File: src/sv/ssap_pkg.sv
// Shared constants, payload types and rate tables of the sensor sample aggregator.
package ssap_pkg;

  // Ring, store and timing constants.
  localparam int RING_SAMPLES       = 6;
  localparam int SAMPLE_PERIOD_SECS = 10;
  localparam int STORE_DEPTH        = 5;
  localparam int RATE_COUNT         = 7;

  // Field widths.
  localparam int RATE_W = 3;
  localparam int CO2_W  = 16;
  localparam int TEMP_W = 12;
  localparam int HUM_W  = 11;
  localparam int BUF_W  = 16;
  localparam int BYTE_W = 8;

  // Request kinds carried in the func field.
  localparam logic FUNC_SAMPLE = 1'b0;
  localparam logic FUNC_ENCODE = 1'b1;

  // Derived widths.
  localparam int RING_IDX_W  = (RING_SAMPLES > 1) ? $clog2(RING_SAMPLES) : 1;
  localparam int CO2_MAX     = (1 << CO2_W) - 1;
  localparam int TEMP_MAG    = 1 << (TEMP_W - 1);
  localparam int HUM_MAX     = (1 << HUM_W) - 1;
  localparam int CO2_SUM_W   = $clog2(RING_SAMPLES * CO2_MAX + RING_SAMPLES / 2 + 1);
  localparam int TEMP_MAG_W  = $clog2(RING_SAMPLES * TEMP_MAG + 1);
  localparam int TEMP_SUM_W  = TEMP_MAG_W + 1;
  localparam int HUM_SUM_W   = $clog2(RING_SAMPLES * HUM_MAX + 1);
  localparam int DIV_W       = CO2_SUM_W;
  localparam int DVS_MAX     = (RING_SAMPLES > 20) ? RING_SAMPLES : 20;
  localparam int DVS_W       = $clog2(DVS_MAX + 1);
  localparam int MAX_PERIOD  = 14 * 60;
  localparam int SECS_W      = $clog2(MAX_PERIOD + SAMPLE_PERIOD_SECS + 1);
  localparam int STORE_IDX_W = $clog2(STORE_DEPTH);
  localparam int CNT_W       = $clog2(STORE_DEPTH + 1);
  localparam int LEN_W       = $clog2(2 * STORE_DEPTH + 2);

  // Packing constants.
  localparam int CO2_STEP     = 20;
  localparam int CO2_BIAS     = 10;
  localparam int HUM_STEP     = 10;
  localparam int HUM_BIAS     = 5;
  localparam int TEMP_BIAS    = 8;

  // Reciprocals for the shared multiplier. The quotient (n * ceil(2^s / d)) >> s is exact
  // for every dividend below 2^DIV_W, because every divisor stays below 2^DVS_W.
  localparam int     RECIP_SHIFT = DIV_W + DVS_W;
  localparam int     RECIP_W     = RECIP_SHIFT + 1;
  localparam int     PROD_W      = DIV_W + RECIP_W;
  localparam longint RECIP_ONE   = longint'(1) << RECIP_SHIFT;
  localparam logic [RECIP_W-1:0] RECIP_AVG =
    RECIP_W'((RECIP_ONE + RING_SAMPLES - 1) / RING_SAMPLES);
  localparam logic [RECIP_W-1:0] RECIP_CO2 = RECIP_W'((RECIP_ONE + CO2_STEP - 1) / CO2_STEP);
  localparam logic [RECIP_W-1:0] RECIP_HUM = RECIP_W'((RECIP_ONE + HUM_STEP - 1) / HUM_STEP);

  // Input request.
  typedef struct packed {
    logic                     func;
    logic                     sensor_failed;
    logic [CO2_W-1:0]         co2_ppm;
    logic signed [TEMP_W-1:0] temperature_q4;
    logic [HUM_W-1:0]         humidity_q4;
    logic [BUF_W-1:0]         buffer_size;
  } in_t;

  // Result request.
  typedef struct packed {
    logic              reading_valid;
    logic [CO2_W-1:0]  co2_reading;
    logic              sample_queued;
    logic              dropped_oldest;
    logic              message_due;
    logic [BYTE_W-1:0] message_byte;
    logic [LEN_W-1:0]  message_length;
    logic              last;
  } out_t;

  // One sample held in the ring.
  typedef struct packed {
    logic [CO2_W-1:0]         co2;
    logic signed [TEMP_W-1:0] temp;
    logic [HUM_W-1:0]         hum;
  } ring_entry_t;

  // Divider command and answer.
  typedef struct packed {
    logic               start;
    logic [DIV_W-1:0]   dividend;
    logic [RECIP_W-1:0] recip;
  } div_req_t;

  typedef struct packed {
    logic             done;
    logic [DIV_W-1:0] quotient;
  } div_rsp_t;

  // Sampling period in seconds for each data rate.
  function automatic logic [SECS_W-1:0] period_secs(input logic [RATE_W-1:0] rate);
    logic [SECS_W-1:0] p;
    case (rate)
      3'd1:    p = SECS_W'(9 * 60);
      3'd2:    p = SECS_W'(3 * 60);
      3'd3:    p = SECS_W'(3 * 60);
      3'd4:    p = SECS_W'(2 * 60);
      3'd5:    p = SECS_W'(1 * 60);
      3'd6:    p = SECS_W'(1 * 60);
      default: p = SECS_W'(14 * 60);
    endcase
    return p;
  endfunction

  // Averages per message for each data rate.
  function automatic logic [CNT_W-1:0] per_message(input logic [RATE_W-1:0] rate);
    logic [CNT_W-1:0] n;
    case (rate)
      3'd1:    n = CNT_W'(4);
      3'd2:    n = CNT_W'(5);
      3'd3:    n = CNT_W'(3);
      3'd4:    n = CNT_W'(2);
      3'd5:    n = CNT_W'(2);
      3'd6:    n = CNT_W'(2);
      default: n = CNT_W'(5);
    endcase
    return n;
  endfunction

endpackage

File: src/sv/ssap_divu.sv
// Shared reciprocal multiplier that divides by the constant divisors of the averaging and packing steps.
module ssap_divu import ssap_pkg::*; (
  input  logic     clk,
  input  logic     rst_n,
  input  div_req_t req,
  output div_rsp_t rsp
);

  logic               busy_r;
  logic               done_r;
  logic [DIV_W-1:0]   dvd_r;
  logic [RECIP_W-1:0] rcp_r;
  logic [PROD_W-1:0]  prod_r;

  // Operand registers, product register, then a completion pulse.
  always_ff @(posedge clk) begin
    if (!rst_n) begin
      busy_r <= 1'b0;
      done_r <= 1'b0;
    end else begin
      busy_r <= req.start;
      done_r <= busy_r;
    end
  end

  // Operand registers and product.
  always_ff @(posedge clk) begin
    if (req.start) begin
      dvd_r <= req.dividend;
      rcp_r <= req.recip;
    end
    if (busy_r) begin
      prod_r <= PROD_W'(dvd_r) * PROD_W'(rcp_r);
    end
  end

  assign rsp.done     = done_r;
  assign rsp.quotient = prod_r[RECIP_SHIFT +: DIV_W];

endmodule

File: src/sv/sensor_sample_aggregator_packer.sv
// Top level: sample ring, seconds counter, averaging sequencer, message store and encoder.
//
// Each good sensor sample request is written into a ring of the six most recent samples and
// advances a seconds counter by ten. When the sampling period of the current data rate is
// reached, the sequencer walks the ring (one entry per cycle) and then runs five divisions
// (ring averages and the packing steps) on one shared reciprocal multiplier, one after
// another. The packed average goes into a five-entry circular store, dropping the
// oldest entry when the store holds a full message. An encode request gives one result
// per cycle while the output is not stalled: a header byte and two bytes per stored
// average (1 + 2 x count results), or a single zero-length result when no message is due
// or the buffer is too small. The block takes no new request until the current one has
// handed over its last result to the output register. The ring clears at reset; the
// store needs no clearing.
module sensor_sample_aggregator_packer import ssap_pkg::*; (
  input  logic              clk,
  input  logic              rst_n,
  input  logic              in_valid,
  output logic              in_stall,
  input  in_t               in_data,
  output logic              out_valid,
  input  logic              out_stall,
  output out_t              out_data,
  input  logic              cfg_wr_en,
  input  logic [RATE_W-1:0] cfg_wr_data
);

  // Sequencer states.
  localparam logic [2:0] ST_IDLE     = 3'd0;
  localparam logic [2:0] ST_SUM      = 3'd1;
  localparam logic [2:0] ST_DIV_GO   = 3'd2;
  localparam logic [2:0] ST_DIV_WAIT = 3'd3;
  localparam logic [2:0] ST_APPEND   = 3'd4;
  localparam logic [2:0] ST_RESP     = 3'd5;
  localparam logic [2:0] ST_ENC      = 3'd6;

  // Division steps.
  localparam logic [2:0] OP_CO2_AVG  = 3'd0;
  localparam logic [2:0] OP_CO2_BYTE = 3'd1;
  localparam logic [2:0] OP_TEMP_AVG = 3'd2;
  localparam logic [2:0] OP_HUM_AVG  = 3'd3;
  localparam logic [2:0] OP_HUM_BYTE = 3'd4;

  function automatic logic [STORE_IDX_W-1:0] store_wrap(input logic [STORE_IDX_W-1:0] a,
                                                        input logic [STORE_IDX_W-1:0] b);
    logic [STORE_IDX_W:0] s;
    s = {1'b0, a} + {1'b0, b};
    if (s >= (STORE_IDX_W + 1)'(STORE_DEPTH)) begin
      s = s - (STORE_IDX_W + 1)'(STORE_DEPTH);
    end
    return s[STORE_IDX_W-1:0];
  endfunction

  // Control state.
  logic [2:0]            state_r;
  logic [2:0]            op_r;
  logic [RATE_W-1:0]     datarate_r;
  logic [RING_IDX_W-1:0] pos_r;
  logic [RING_IDX_W-1:0] walk_r;
  logic [SECS_W-1:0]     secs_r;
  logic [STORE_IDX_W-1:0] head_r;
  logic [CNT_W-1:0]      count_r;
  logic [LEN_W-1:0]      bc_r;
  logic                  out_valid_r;

  // Datapath state.
  ring_entry_t              ring_r [RING_SAMPLES];
  logic [2*BYTE_W-1:0]      store_r [STORE_DEPTH];
  logic [CO2_SUM_W-1:0]     sum_co2_r;
  logic signed [TEMP_SUM_W-1:0] sum_temp_r;
  logic [HUM_SUM_W-1:0]     sum_hum_r;
  logic [CO2_W-1:0]         avg_co2_r;
  logic signed [TEMP_W-1:0] avg_temp_r;
  logic [HUM_W-1:0]         avg_hum_r;
  logic [BYTE_W-1:0]        co2_byte_r;
  logic [2:0]               hum3_r;
  logic [CO2_W-1:0]         co2_r;
  logic                     resp_ok_r;
  logic                     queued_r;
  logic                     dropped_r;
  logic [LEN_W-1:0]         len_r;
  out_t                     out_data_r;

  // Combinational signals.
  logic                  in_accept;
  logic                  sample_ok;
  logic                  out_free;
  logic                  out_load;
  logic [CNT_W-1:0]      per_msg;
  logic                  due;
  logic [LEN_W-1:0]      len_now;
  logic                  enc_ok;
  logic [SECS_W-1:0]     secs_add;
  logic                  period_hit;
  logic [RING_IDX_W-1:0] pos_next;
  logic                  walk_last;
  ring_entry_t           sample;
  ring_entry_t           walk_entry;
  logic                  temp_neg;
  logic [TEMP_SUM_W-1:0] temp_neg_sum;
  logic [TEMP_MAG_W-1:0] temp_mag;
  logic [TEMP_W-1:0]     temp_q;
  logic signed [TEMP_W:0] t_biased;
  logic [4:0]            t5;
  logic                  drop;
  logic [STORE_IDX_W-1:0] head_d;
  logic [CNT_W-1:0]      cnt_d;
  logic                  queue;
  logic [STORE_IDX_W-1:0] wr_idx;
  logic [LEN_W-1:0]      bc_m1;
  logic [STORE_IDX_W-1:0] rd_idx;
  logic [2*BYTE_W-1:0]   rd_entry;
  logic                  enc_last;
  logic [BYTE_W-1:0]     enc_byte;
  out_t                  resp_out;
  out_t                  enc_out;
  out_t                  out_nxt;
  div_req_t              div_req;
  div_rsp_t              div_rsp;

  // Handshake and request decode.
  always_comb begin
    in_stall   = state_r != ST_IDLE;
    in_accept  = in_valid && !in_stall;
    sample_ok  = (in_data.func == FUNC_SAMPLE) && !in_data.sensor_failed;
    out_free   = !out_valid_r || !out_stall;
    out_load   = out_free && ((state_r == ST_RESP) || (state_r == ST_ENC));
    per_msg    = per_message(datarate_r);
    due        = count_r >= per_msg;
    len_now    = LEN_W'({count_r, 1'b0}) + LEN_W'(1);
    enc_ok     = due && (in_data.buffer_size != '0) &&
                 (BUF_W'(len_now) <= in_data.buffer_size);
    secs_add   = secs_r + SECS_W'(SAMPLE_PERIOD_SECS);
    period_hit = secs_add >= period_secs(datarate_r);
    pos_next   = (pos_r == RING_IDX_W'(RING_SAMPLES - 1)) ? '0 : pos_r + RING_IDX_W'(1);
    walk_last  = walk_r == RING_IDX_W'(RING_SAMPLES - 1);
    walk_entry = ring_r[walk_r];
    sample.co2  = in_data.co2_ppm;
    sample.temp = in_data.temperature_q4;
    sample.hum  = in_data.humidity_q4;
  end

  // Divider operand selection.
  always_comb begin
    temp_neg     = sum_temp_r[TEMP_SUM_W-1];
    temp_neg_sum = -sum_temp_r;
    temp_mag     = temp_neg ? temp_neg_sum[TEMP_MAG_W-1:0] : sum_temp_r[TEMP_MAG_W-1:0];
    div_req.start = state_r == ST_DIV_GO;
    case (op_r)
      OP_CO2_AVG:  div_req.dividend = DIV_W'(sum_co2_r) + DIV_W'(RING_SAMPLES / 2);
      OP_CO2_BYTE: div_req.dividend = DIV_W'(avg_co2_r) + DIV_W'(CO2_BIAS);
      OP_TEMP_AVG: div_req.dividend = DIV_W'(temp_mag);
      OP_HUM_AVG:  div_req.dividend = DIV_W'(sum_hum_r);
      OP_HUM_BYTE: div_req.dividend = DIV_W'(avg_hum_r >> 4) + DIV_W'(HUM_BIAS);
      default:     div_req.dividend = '0;
    endcase
    case (op_r) inside
      OP_CO2_BYTE: div_req.recip = RECIP_CO2;
      OP_HUM_BYTE: div_req.recip = RECIP_HUM;
      default:     div_req.recip = RECIP_AVG;
    endcase
    temp_q = div_rsp.quotient[TEMP_W-1:0];
  end

  ssap_divu u_divu (
    .clk   (clk),
    .rst_n (rst_n),
    .req   (div_req),
    .rsp   (div_rsp)
  );

  // Temperature packing: floor((t + 8) / 16), low five bits.
  always_comb begin
    t_biased = {avg_temp_r[TEMP_W-1], avg_temp_r} + (TEMP_W + 1)'(TEMP_BIAS);
    t5       = t_biased[8:4];
  end

  // Store append with drop of the oldest entry.
  always_comb begin
    drop   = count_r >= per_msg;
    head_d = drop ? store_wrap(head_r, STORE_IDX_W'(1)) : head_r;
    cnt_d  = drop ? count_r - CNT_W'(1) : count_r;
    queue  = cnt_d < CNT_W'(STORE_DEPTH);
    wr_idx = store_wrap(head_d, cnt_d[STORE_IDX_W-1:0]);
  end

  // Encoder byte selection.
  always_comb begin
    bc_m1    = bc_r - LEN_W'(1);
    rd_idx   = store_wrap(head_r, bc_m1[STORE_IDX_W:1]);
    rd_entry = store_r[rd_idx];
    enc_last = bc_r == len_r - LEN_W'(1);
    if (bc_r == '0) begin
      enc_byte = BYTE_W'(per_msg) - BYTE_W'(1);
    end else if (bc_r[0]) begin
      enc_byte = rd_entry[2*BYTE_W-1:BYTE_W];
    end else begin
      enc_byte = rd_entry[BYTE_W-1:0];
    end
  end

  // Result formatting.
  always_comb begin
    resp_out.reading_valid  = resp_ok_r;
    resp_out.co2_reading    = co2_r;
    resp_out.sample_queued  = queued_r;
    resp_out.dropped_oldest = dropped_r;
    resp_out.message_due    = due;
    resp_out.message_byte   = '0;
    resp_out.message_length = '0;
    resp_out.last           = 1'b1;

    enc_out.reading_valid  = 1'b0;
    enc_out.co2_reading    = '0;
    enc_out.sample_queued  = 1'b0;
    enc_out.dropped_oldest = 1'b0;
    enc_out.message_due    = 1'b1;
    enc_out.message_byte   = enc_byte;
    enc_out.message_length = len_r;
    enc_out.last           = enc_last;

    out_nxt = (state_r == ST_ENC) ? enc_out : resp_out;
  end

  // Configuration register.
  always_ff @(posedge clk) begin
    if (!rst_n) begin
      datarate_r <= '0;
    end else if (cfg_wr_en) begin
      datarate_r <= (cfg_wr_data < RATE_W'(RATE_COUNT)) ? cfg_wr_data : '0;
    end
  end

  // Sequencer.
  always_ff @(posedge clk) begin
    if (!rst_n) begin
      state_r     <= ST_IDLE;
      op_r        <= OP_CO2_AVG;
      walk_r      <= '0;
      pos_r       <= '0;
      secs_r      <= '0;
      head_r      <= '0;
      count_r     <= '0;
      bc_r        <= '0;
      out_valid_r <= 1'b0;
    end else begin
      if (out_valid_r && !out_stall) begin
        out_valid_r <= 1'b0;
      end
      if (out_load) begin
        out_valid_r <= 1'b1;
      end
      unique case (state_r)
        ST_IDLE: begin
          if (in_accept) begin
            walk_r <= '0;
            bc_r   <= '0;
            op_r   <= OP_CO2_AVG;
            if (in_data.func == FUNC_SAMPLE) begin
              if (sample_ok) begin
                pos_r   <= pos_next;
                secs_r  <= period_hit ? '0 : secs_add;
                state_r <= period_hit ? ST_SUM : ST_RESP;
              end else begin
                state_r <= ST_RESP;
              end
            end else begin
              state_r <= enc_ok ? ST_ENC : ST_RESP;
            end
          end
        end
        ST_SUM: begin
          walk_r <= walk_r + RING_IDX_W'(1);
          if (walk_last) begin
            state_r <= ST_DIV_GO;
          end
        end
        ST_DIV_GO: begin
          state_r <= ST_DIV_WAIT;
        end
        ST_DIV_WAIT: begin
          if (div_rsp.done) begin
            if (op_r == OP_HUM_BYTE) begin
              state_r <= ST_APPEND;
            end else begin
              op_r    <= op_r + 3'd1;
              state_r <= ST_DIV_GO;
            end
          end
        end
        ST_APPEND: begin
          head_r  <= head_d;
          count_r <= queue ? cnt_d + CNT_W'(1) : cnt_d;
          state_r <= ST_RESP;
        end
        ST_RESP: begin
          if (out_free) begin
            state_r <= ST_IDLE;
          end
        end
        ST_ENC: begin
          if (out_free) begin
            bc_r <= bc_r + LEN_W'(1);
            if (enc_last) begin
              count_r <= '0;
              state_r <= ST_IDLE;
            end
          end
        end
        default: begin
          state_r <= ST_IDLE;
        end
      endcase
    end
  end

  // Sample ring, cleared at reset.
  always_ff @(posedge clk) begin
    if (!rst_n) begin
      for (int i = 0; i < RING_SAMPLES; i++) begin
        ring_r[i] <= '0;
      end
    end else if (in_accept && sample_ok) begin
      ring_r[pos_r] <= sample;
    end
  end

  // Datapath registers.
  always_ff @(posedge clk) begin
    if (in_accept) begin
      co2_r      <= sample_ok ? in_data.co2_ppm : '0;
      resp_ok_r  <= sample_ok;
      queued_r   <= 1'b0;
      dropped_r  <= 1'b0;
      len_r      <= len_now;
      sum_co2_r  <= '0;
      sum_temp_r <= '0;
      sum_hum_r  <= '0;
    end
    if (state_r == ST_SUM) begin
      sum_co2_r  <= sum_co2_r + CO2_SUM_W'(walk_entry.co2);
      sum_temp_r <= sum_temp_r + TEMP_SUM_W'(walk_entry.temp);
      sum_hum_r  <= sum_hum_r + HUM_SUM_W'(walk_entry.hum);
    end
    if ((state_r == ST_DIV_WAIT) && div_rsp.done) begin
      case (op_r)
        OP_CO2_AVG:  avg_co2_r  <= div_rsp.quotient[CO2_W-1:0];
        OP_CO2_BYTE: co2_byte_r <= div_rsp.quotient[BYTE_W-1:0];
        OP_TEMP_AVG: avg_temp_r <= temp_neg ? -temp_q : temp_q;
        OP_HUM_AVG:  avg_hum_r  <= div_rsp.quotient[HUM_W-1:0];
        OP_HUM_BYTE: hum3_r     <= div_rsp.quotient[2:0];
        default:     hum3_r     <= hum3_r;
      endcase
    end
    if (state_r == ST_APPEND) begin
      queued_r  <= queue;
      dropped_r <= drop;
      if (queue) begin
        store_r[wr_idx] <= {co2_byte_r, t5, hum3_r};
      end
    end
    if (out_load) begin
      out_data_r <= out_nxt;
    end
  end

  assign out_valid = out_valid_r;
  assign out_data  = out_data_r;

  // The store pointers stay inside the store.
  a_store_bounds: assert property (@(posedge clk) disable iff (!rst_n)
    (count_r <= CNT_W'(STORE_DEPTH)) && (head_r < STORE_IDX_W'(STORE_DEPTH)))
    else $error("message store count or head out of range");

  // The divider only finishes while the sequencer waits for it.
  a_div_done: assert property (@(posedge clk) disable iff (!rst_n)
    div_rsp.done |-> (state_r == ST_DIV_WAIT))
    else $error("divider finished outside of a division step");

  // Encoding only runs on a due message.
  a_enc_due: assert property (@(posedge clk) disable iff (!rst_n)
    (state_r == ST_ENC) |-> due)
    else $error("encoding without a due message");

  // A message byte never carries sample status.
  a_msg_result: assert property (@(posedge clk) disable iff (!rst_n)
    (out_valid_r && (out_data_r.message_length != '0)) |->
      (out_data_r.message_due && !out_data_r.reading_valid))
    else $error("message byte result with inconsistent status");

endmodule

File: config.mk
export PLATFORM = sky130hd
export DESIGN_NAME = sensor_sample_aggregator_packer
export DESIGN_NICKNAME = d
export VERILOG_FILES = /design/src/sv/ssap_pkg.sv /design/src/sv/ssap_divu.sv /design/src/sv/sensor_sample_aggregator_packer.sv
export SDC_FILE = /design/constraint.sdc
export NUM_CORES = 1
export LEC_CHECK = 0
export ABC_AREA = 1
export BUFFER_PORTS_ARGS = -buffer_cell sky130_fd_sc_hd__buf_4
export CELL_PAD_IN_SITES_DETAIL_PLACEMENT = 1
export CELL_PAD_IN_SITES_GLOBAL_PLACEMENT = 2
export CORE_UTILIZATION = 41
export DETAILED_ROUTE_END_ITERATION = 12
export PLACE_DENSITY = 0.92
export SLEW_MARGIN = 30
export SYNTH_ARGS = -nofsm -noshare
export SYNTH_HDL_FRONTEND = slang
export SYNTH_HIERARCHICAL = 1
export SYNTH_SLANG_ARGS = --single-unit
File: constraint.sdc
create_clock -name clk -period 6.47 [get_ports clk]
set_clock_uncertainty 0.05 [all_clocks]
set_input_delay 1.294 -clock clk [delete_from_list [all_inputs] [get_ports clk]]
set_output_delay 1.294 -clock clk [all_outputs]
set_load 0.01 [all_outputs]
==> summary.md, run 1 <==
| Metric | Value |
|---|---|
| Rows | approximately 120 |
| Final net count | 5,851 |
| Total grt overflow | 0 |
| Via/cell ratio | approximately 5.2 |
| Via count | 34,800 |
| DRT Wirelength | 134,000 microns |
| Peak Freq | 0.162 GHz |
| First-pass GRT wire length | around 210,000 microns |
| Core area | approximately 110,000 sq um |
| Final hold violations | 0 |
| Routability Congestion | slightly below 0.9 |
| HP Start | u_divu/prod_r[38]$_DFFE_PP_ |
| Layout cell share with drive strength beyond 1 | about 8.4% |
| Post-layout min period | 6.18 ns |
| R2R Path End | u_divu/prod_r[37]$_DFFE_PP_ |
| Vias in the first global route | 37,900 |
| Footprint of the multi-input gates | 22,100 sq um |
| CTS Root Cell | clkbuf_16 |
| WL per Instance | 19.9 microns |
| MaxCap Viol Count | 0 |
| Worst Reg2Reg Path Length in Cells | 21 |
| Worst setup SP type | register |
| Hold path endpoint | avg_co2_r[14]$_DFFE_PP_ |
| Port Buf Inserts | 99 |
| Final setup vio count | 0 |
| Starting DRC count in detailed routing | 2,128 |
| Sink Count | approximately 640 |
| CP delay by family, top | adder cells |
| Critical path cell sequence | buf_4 > nand2_1 > inv_1 > fa_1 > inv_1 > fa_1 > fa_1 > fa_1 > inv_1 > fa_1 > inv_1 > fa_1 > inv_1 > ha_1 > nand2_1 > nor2_1 > inv_1 > nor4_1 > nand3_1 > nand4_1 > nand2_1 |
| Syn avg cell area | 8.93 sq um |
| Hold WC Path Type | reg2reg |
| Layout fillers | about 13,000 |
| Synth warn | 6 |
| Initial antenna violation count | 0 |
| Commonest non-fill, non-tap cells in the layout | inv_1 (1,041), nand2_1 (932), nor2_1 (701), edfxtp_1 (595), fa_1 (392) |
| Worst EP arrival | about 6.5 ns |
| Drt pass-1 iters | 5 |
| Clk_lat worst skew | 0.65 ns |
| Hold path depth | 0 |
| Cells after DPL | 6,601 |
| Most common cell after layout, fill and taps aside | inv_1 |
| Synthesized area | 45,700 sq um |
| CTS buffer count | 73 |
| CTS tree | done |
| Outcome | finished, final reports clean |
| Largest net degree at the start of global routing | approximately 110 |
| R2R setup slack | about 0.29 ns |
| ANT nets after route | 0 |
| Max_slew headroom | 34.9% |
| Diode count | 0 |
| Die H | 336 microns |
| Die area | 113,000 sq um |
| Cells after synthesis | 5,120 |
| Crit. End Element | register |
| HPWL after DPL | roughly 98,000 microns |
| Worst-path clk slew | 0.07 ns |
| Post-CTS Resized | 0 |
| Worst r2r src | u_divu/rcp_r[18]$_DFFE_PP_ |
| Starting Density | 41.3% |
| Die Wd | 336 microns |
| Slew @ Worst Pin | 0.977 ns |
| Residual DRC count | 0 |
| H-tree level count | 3 |
| Worst path buffer plus inverter count | 7 |
| Num ports | 100 |
| Tcrit/Tclk final | 95.6% |
| Synth-to-layout area growth | 11.2% |
| Worst-path fanout max | 14 |
| Layout Cells excl Fill | 6,745 |
| Gr usage total | 24.1% |
| Maximum clock path buffer count | 3 |
| Max Slew Vio Count | 0 |
| Max incr delay on CP | 0.68 ns |
| Reg area | 18,700 sq um |
| Highest-delay cell along the critical path | edfxtp_1 |
| Kind of critical path | reg2reg |
| Critical Path RT | 6.82 ns |
cell type report:
type | instances | share of cell area, %
clock buffer | 84 | 3.73
clock inverter | 46 | 0.913
inverter | 1085 | 8.01
multi-input combinational | 3189 | 43.5
sequential | 635 | 36.7
tap | 1488 | 3.66
timing repair buffer | 218 | 3.45
sequential cells by signal, summed over array words and instances (netlist names), 4 cells and up, named ones only:
name,flops
ring_r,312
store_r,80
out_data,33
u_divu/rcp_r,25
sum_co2_r,19
u_divu/dvd_r,19
avg_co2_r,16
co2_r,16
u_divu/prod_r,16
sum_temp_r,15
sum_hum_r,14
secs_r,9
co2_byte_r,8
avg_hum_r,7
avg_temp_r,6
bc_r,4
worst reg2reg max path, cell delays in order, from the launching register on:
cell and delay [ns]:
edfxtp_1 0.68, buf_4 0.30, nand2_1 0.06, inv_1 0.06, fa_1 0.54, inv_1 0.06
fa_1 0.55, fa_1 0.46, fa_1 0.51, inv_1 0.05, fa_1 0.48, inv_1 0.07
fa_1 0.48, inv_1 0.05, ha_1 0.45, nand2_1 0.13, nor2_1 0.16, inv_1 0.09
nor4_1 0.38, nand3_1 0.17, nand4_1 0.13, nand2_1 0.06
worst max-delay path by stage:
| stage | depth (start not counted) | slack [ns] | start | endpoint |
|---|---|---|---|---|
| 2_1_floorplan | 22 | 0.92 | u_divu/rcp_r[21]$_DFFE_PP_ | u_divu/prod_r[37]$_DFFE_PP_ |
| 3_3_place_gp | 20 | 0.28 | u_divu/dvd_r[4]$_DFFE_PP_ | u_divu/prod_r[37]$_DFFE_PP_ |
| 3_5_place_dp | 21 | 0.21 | u_divu/dvd_r[9]$_DFFE_PP_ | u_divu/prod_r[37]$_DFFE_PP_ |
| 4_1_cts | 18 | 0.21 | u_divu/dvd_r[8]$_DFFE_PP_ | u_divu/prod_r[37]$_DFFE_PP_ |
| 5_1_grt | 20 | -0.002 | u_divu/dvd_r[5]$_DFFE_PP_ | u_divu/prod_r[37]$_DFFE_PP_ |
| 6_report | 21 | 0.29 | u_divu/rcp_r[18]$_DFFE_PP_ | u_divu/prod_r[37]$_DFFE_PP_ |
routing by layer:
metal,global-route usage (%),wire length (microns)
met5,0,0
met4,8.57,4610
met3,2.70,5330
met2,43.1,67800
met1,30.1,56300
repair_timing:
action	in CTS	in global routing
hold buffers	0	0
endpoints found under the setup margin	0	7
buffers inserted	0	14
stage by stage:
step / util, % / TNS (ns) / hold slack, ns / area (sq um) / setup slack [ns]
final: 46.0 / 0 / 0.363 / 50900 / 0.286
after global routing: 46.0 / -0.00216 / 0.365 / 50900 / -0.00216
after CTS: 45.8 / 0 / 0.369 / 50700 / 0.215
after detailed placement: 43.7 / 0 / 0.361 / 48300 / 0.210
after global placement: 43.7 / 0 / 0.359 / 48300 / 0.284
after floorplan: - / 0 / 0.350 / 45800 / 0.917
Power of run 1 is left out: the tool's default activity adds up to more than one toggle a clock period on the data nets, which glitch-free logic cannot reach.
==> run 2: changes to the inputs <==
SETUP_SLACK_MARGIN = 0.3   (was default)
==> run 2 against run 1 <==
Cell count rose by 0.73%. Utilization is 0.56 points higher. Die area unchanged. Critical path depth unchanged. Wire length grew 1.3%. Highest routed layer is now met5. Critical endpoint unchanged. Flip-flop and latch count is the same. Clock-buffer cell count did not move. Via count up 0.97%.
==> summary.md, run 2 (synthesis results as in run 1) <==
| Metric | Value |
|---|---|
| Routability Congestion | 0.866 |
| Diode count | 0 |
| CTS tree | done |
| Starting DRC count in detailed routing | approximately 2,200 |
| Layout Cells excl Fill | 6,794 |
| Final hold violations | 0 |
| Outcome | finished, final reports clean |
| Clk_lat worst skew | 0.65 ns |
| CTS buffer count | 73 |
| Placed inst area | 48,300 sq um |
| Crit. End Element | register |
| Setup TNS | 0 ns |
| Worst-path fanout max | 6 |
| Worst-path clk slew | 0.06 ns |
| Vias in the first global route | 38,100 |
| Rows | 122 |
| Initial antenna violation count | 1 |
| Max_slew headroom | 36.2% |
| Synth-to-layout area growth | 12.6% |
| Starting Density | roughly two fifths |
| Most common cell after layout, fill and taps aside | inv_1 |
| Hold WC Path Type | reg2reg |
| Core area | 111,000 sq um |
| Critical path cell sequence | buf_4 > nand2_1 > inv_1 > fa_1 > inv_1 > fa_1 > fa_1 > fa_1 > inv_1 > fa_1 > inv_1 > fa_1 > inv_1 > ha_1 > nand2_1 > nor2_1 > inv_1 > nor4_1 > nand3_1 > nand4_1 > nand2_1 |
| Highest-delay cell along the critical path | fa_1 |
| Via/cell ratio | about 5.2 |
| Largest net degree at the start of global routing | 113 |
| Sink Count | 635 |
| Gr usage total | 24.3% |
| Critical Path RT | 6.82 ns |
| Final net count | 5,900 |
| Die Wd | ~340 microns |
| HPWL after DPL | 97,700 microns |
| MaxCap Viol Count | 0 |
| Largest register by flop count | ring_r |
| Slew @ Worst Pin | 0.953 ns |
| Port Buf Inserts | 99 |
| H-tree level count | 3 |
| Num ports | 100 |
| First-pass GRT wire length | roughly 210,000 microns |
| Post-CTS Hold Buffers | 0 |
| Post-layout min period | roughly 6.0 ns |
| Max incr delay on CP | 0.55 ns |
| Kind of critical path | reg2reg |
| Drt pass-1 iters | 5 |
| Worst setup SP type | register |
| Layout fillers | 12,700 |
| Worst EP arrival | 6.32 ns |
| DRT Wirelength | 136,000 microns |
| Max reg flops | 312 |
| CTS Root Cell | clkbuf_16 |
| ANT nets after route | 0 |
| WL per Instance | around 20 microns |
| Max Slew Vio Count | 0 |
| Final setup vio count | 0 |
| Die area | 113,000 sq um |
| Tcrit/Tclk final | 92.1% |
| Commonest non-fill, non-tap cells in the layout | inv_1 (1,041), nand2_1 (932), nor2_1 (700), edfxtp_1 (595), fa_1 (392) |
| Peak Freq | 0.168 GHz |
| RSZ-0062 raised after global routing | true |
| Layout cell share with drive strength beyond 1 | a little under a tenth |
| Design area | a little over 50,000 sq um |
| Total grt overflow | 0 |
| Cells after DPL | approximately 6,600 |
| Residual DRC count | 0 |
| Die H | between 300 and 400 microns |
| Via count | ~35,000 |
| Maximum clock path buffer count | 3 |
run 2: layout make-up:
cell class | instances | area [sq um] | share of cell area (%)
Clock buffer | 84 | 1900 | 3.69
Clock inverter | 46 | 464 | 0.902
Inverter | 1085 | 4070 | 7.91
Multi-Input combinational cell | 3189 | 22200 | 43.0
Sequential cell | 635 | 18700 | 36.3
Tap cell | 1488 | 1860 | 3.62
Timing Repair Buffer | 267 | 2360 | 4.58
run 2: through the flow:
step / util [%] / setup slack, ns / hold WS [ns]
finish: 46.5 / 0.510 / 0.367
detailed placement: 43.7 / 0.210 / 0.361
floorplan: - / 0.917 / 0.350
CTS: 46.0 / 0.300 / 0.369
global route: 46.5 / 0.252 / 0.376
global placement: 43.7 / 0.284 / 0.359
run 2: path summary, 6_finish.rpt:
check                                    from                          end  slack (ns)  cells after the start
setup / recovery   u_divu/rcp_r[18]$_DFFE_PP_  u_divu/prod_r[37]$_DFFE_PP_        0.51                     21
hold / removal    u_divu/prod_r[38]$_DFFE_PP_      avg_co2_r[14]$_DFFE_PP_        0.37                      0
setup reg to reg   u_divu/rcp_r[18]$_DFFE_PP_  u_divu/prod_r[37]$_DFFE_PP_        0.51                     21
hold reg to reg   u_divu/prod_r[38]$_DFFE_PP_      avg_co2_r[14]$_DFFE_PP_        0.37                      0
run 2: layer usage:
layer  share of wire [%]  global-route usage, %  vias to the layer above
li1                    -                      -                    16300
met1                  42                   30.5                    17900
met2                  51                   43.5                      742
met3                 3.5                   2.30                      220
met4                 3.3                   8.42                        2
met5              0.0096                      0                        -
run 2: worst max-delay path, delay by kind of cell, from the launching register on:
kind	cells	cell delay, ns
AND/OR/NAND/NOR	7	1.07
adder cells (fa/ha/maj)	7	3.46
flip-flops	1	0.54
buffers and inverters	7	0.62
run 2: timing repair:
item / in CTS / in global routing
gates resized for setup: 0 / 3
endpoints found under the setup margin: 7 / 25
setup buffers: 16 / 47
pin swaps: 0 / 0
Power of run 2 is left out for the same reason.
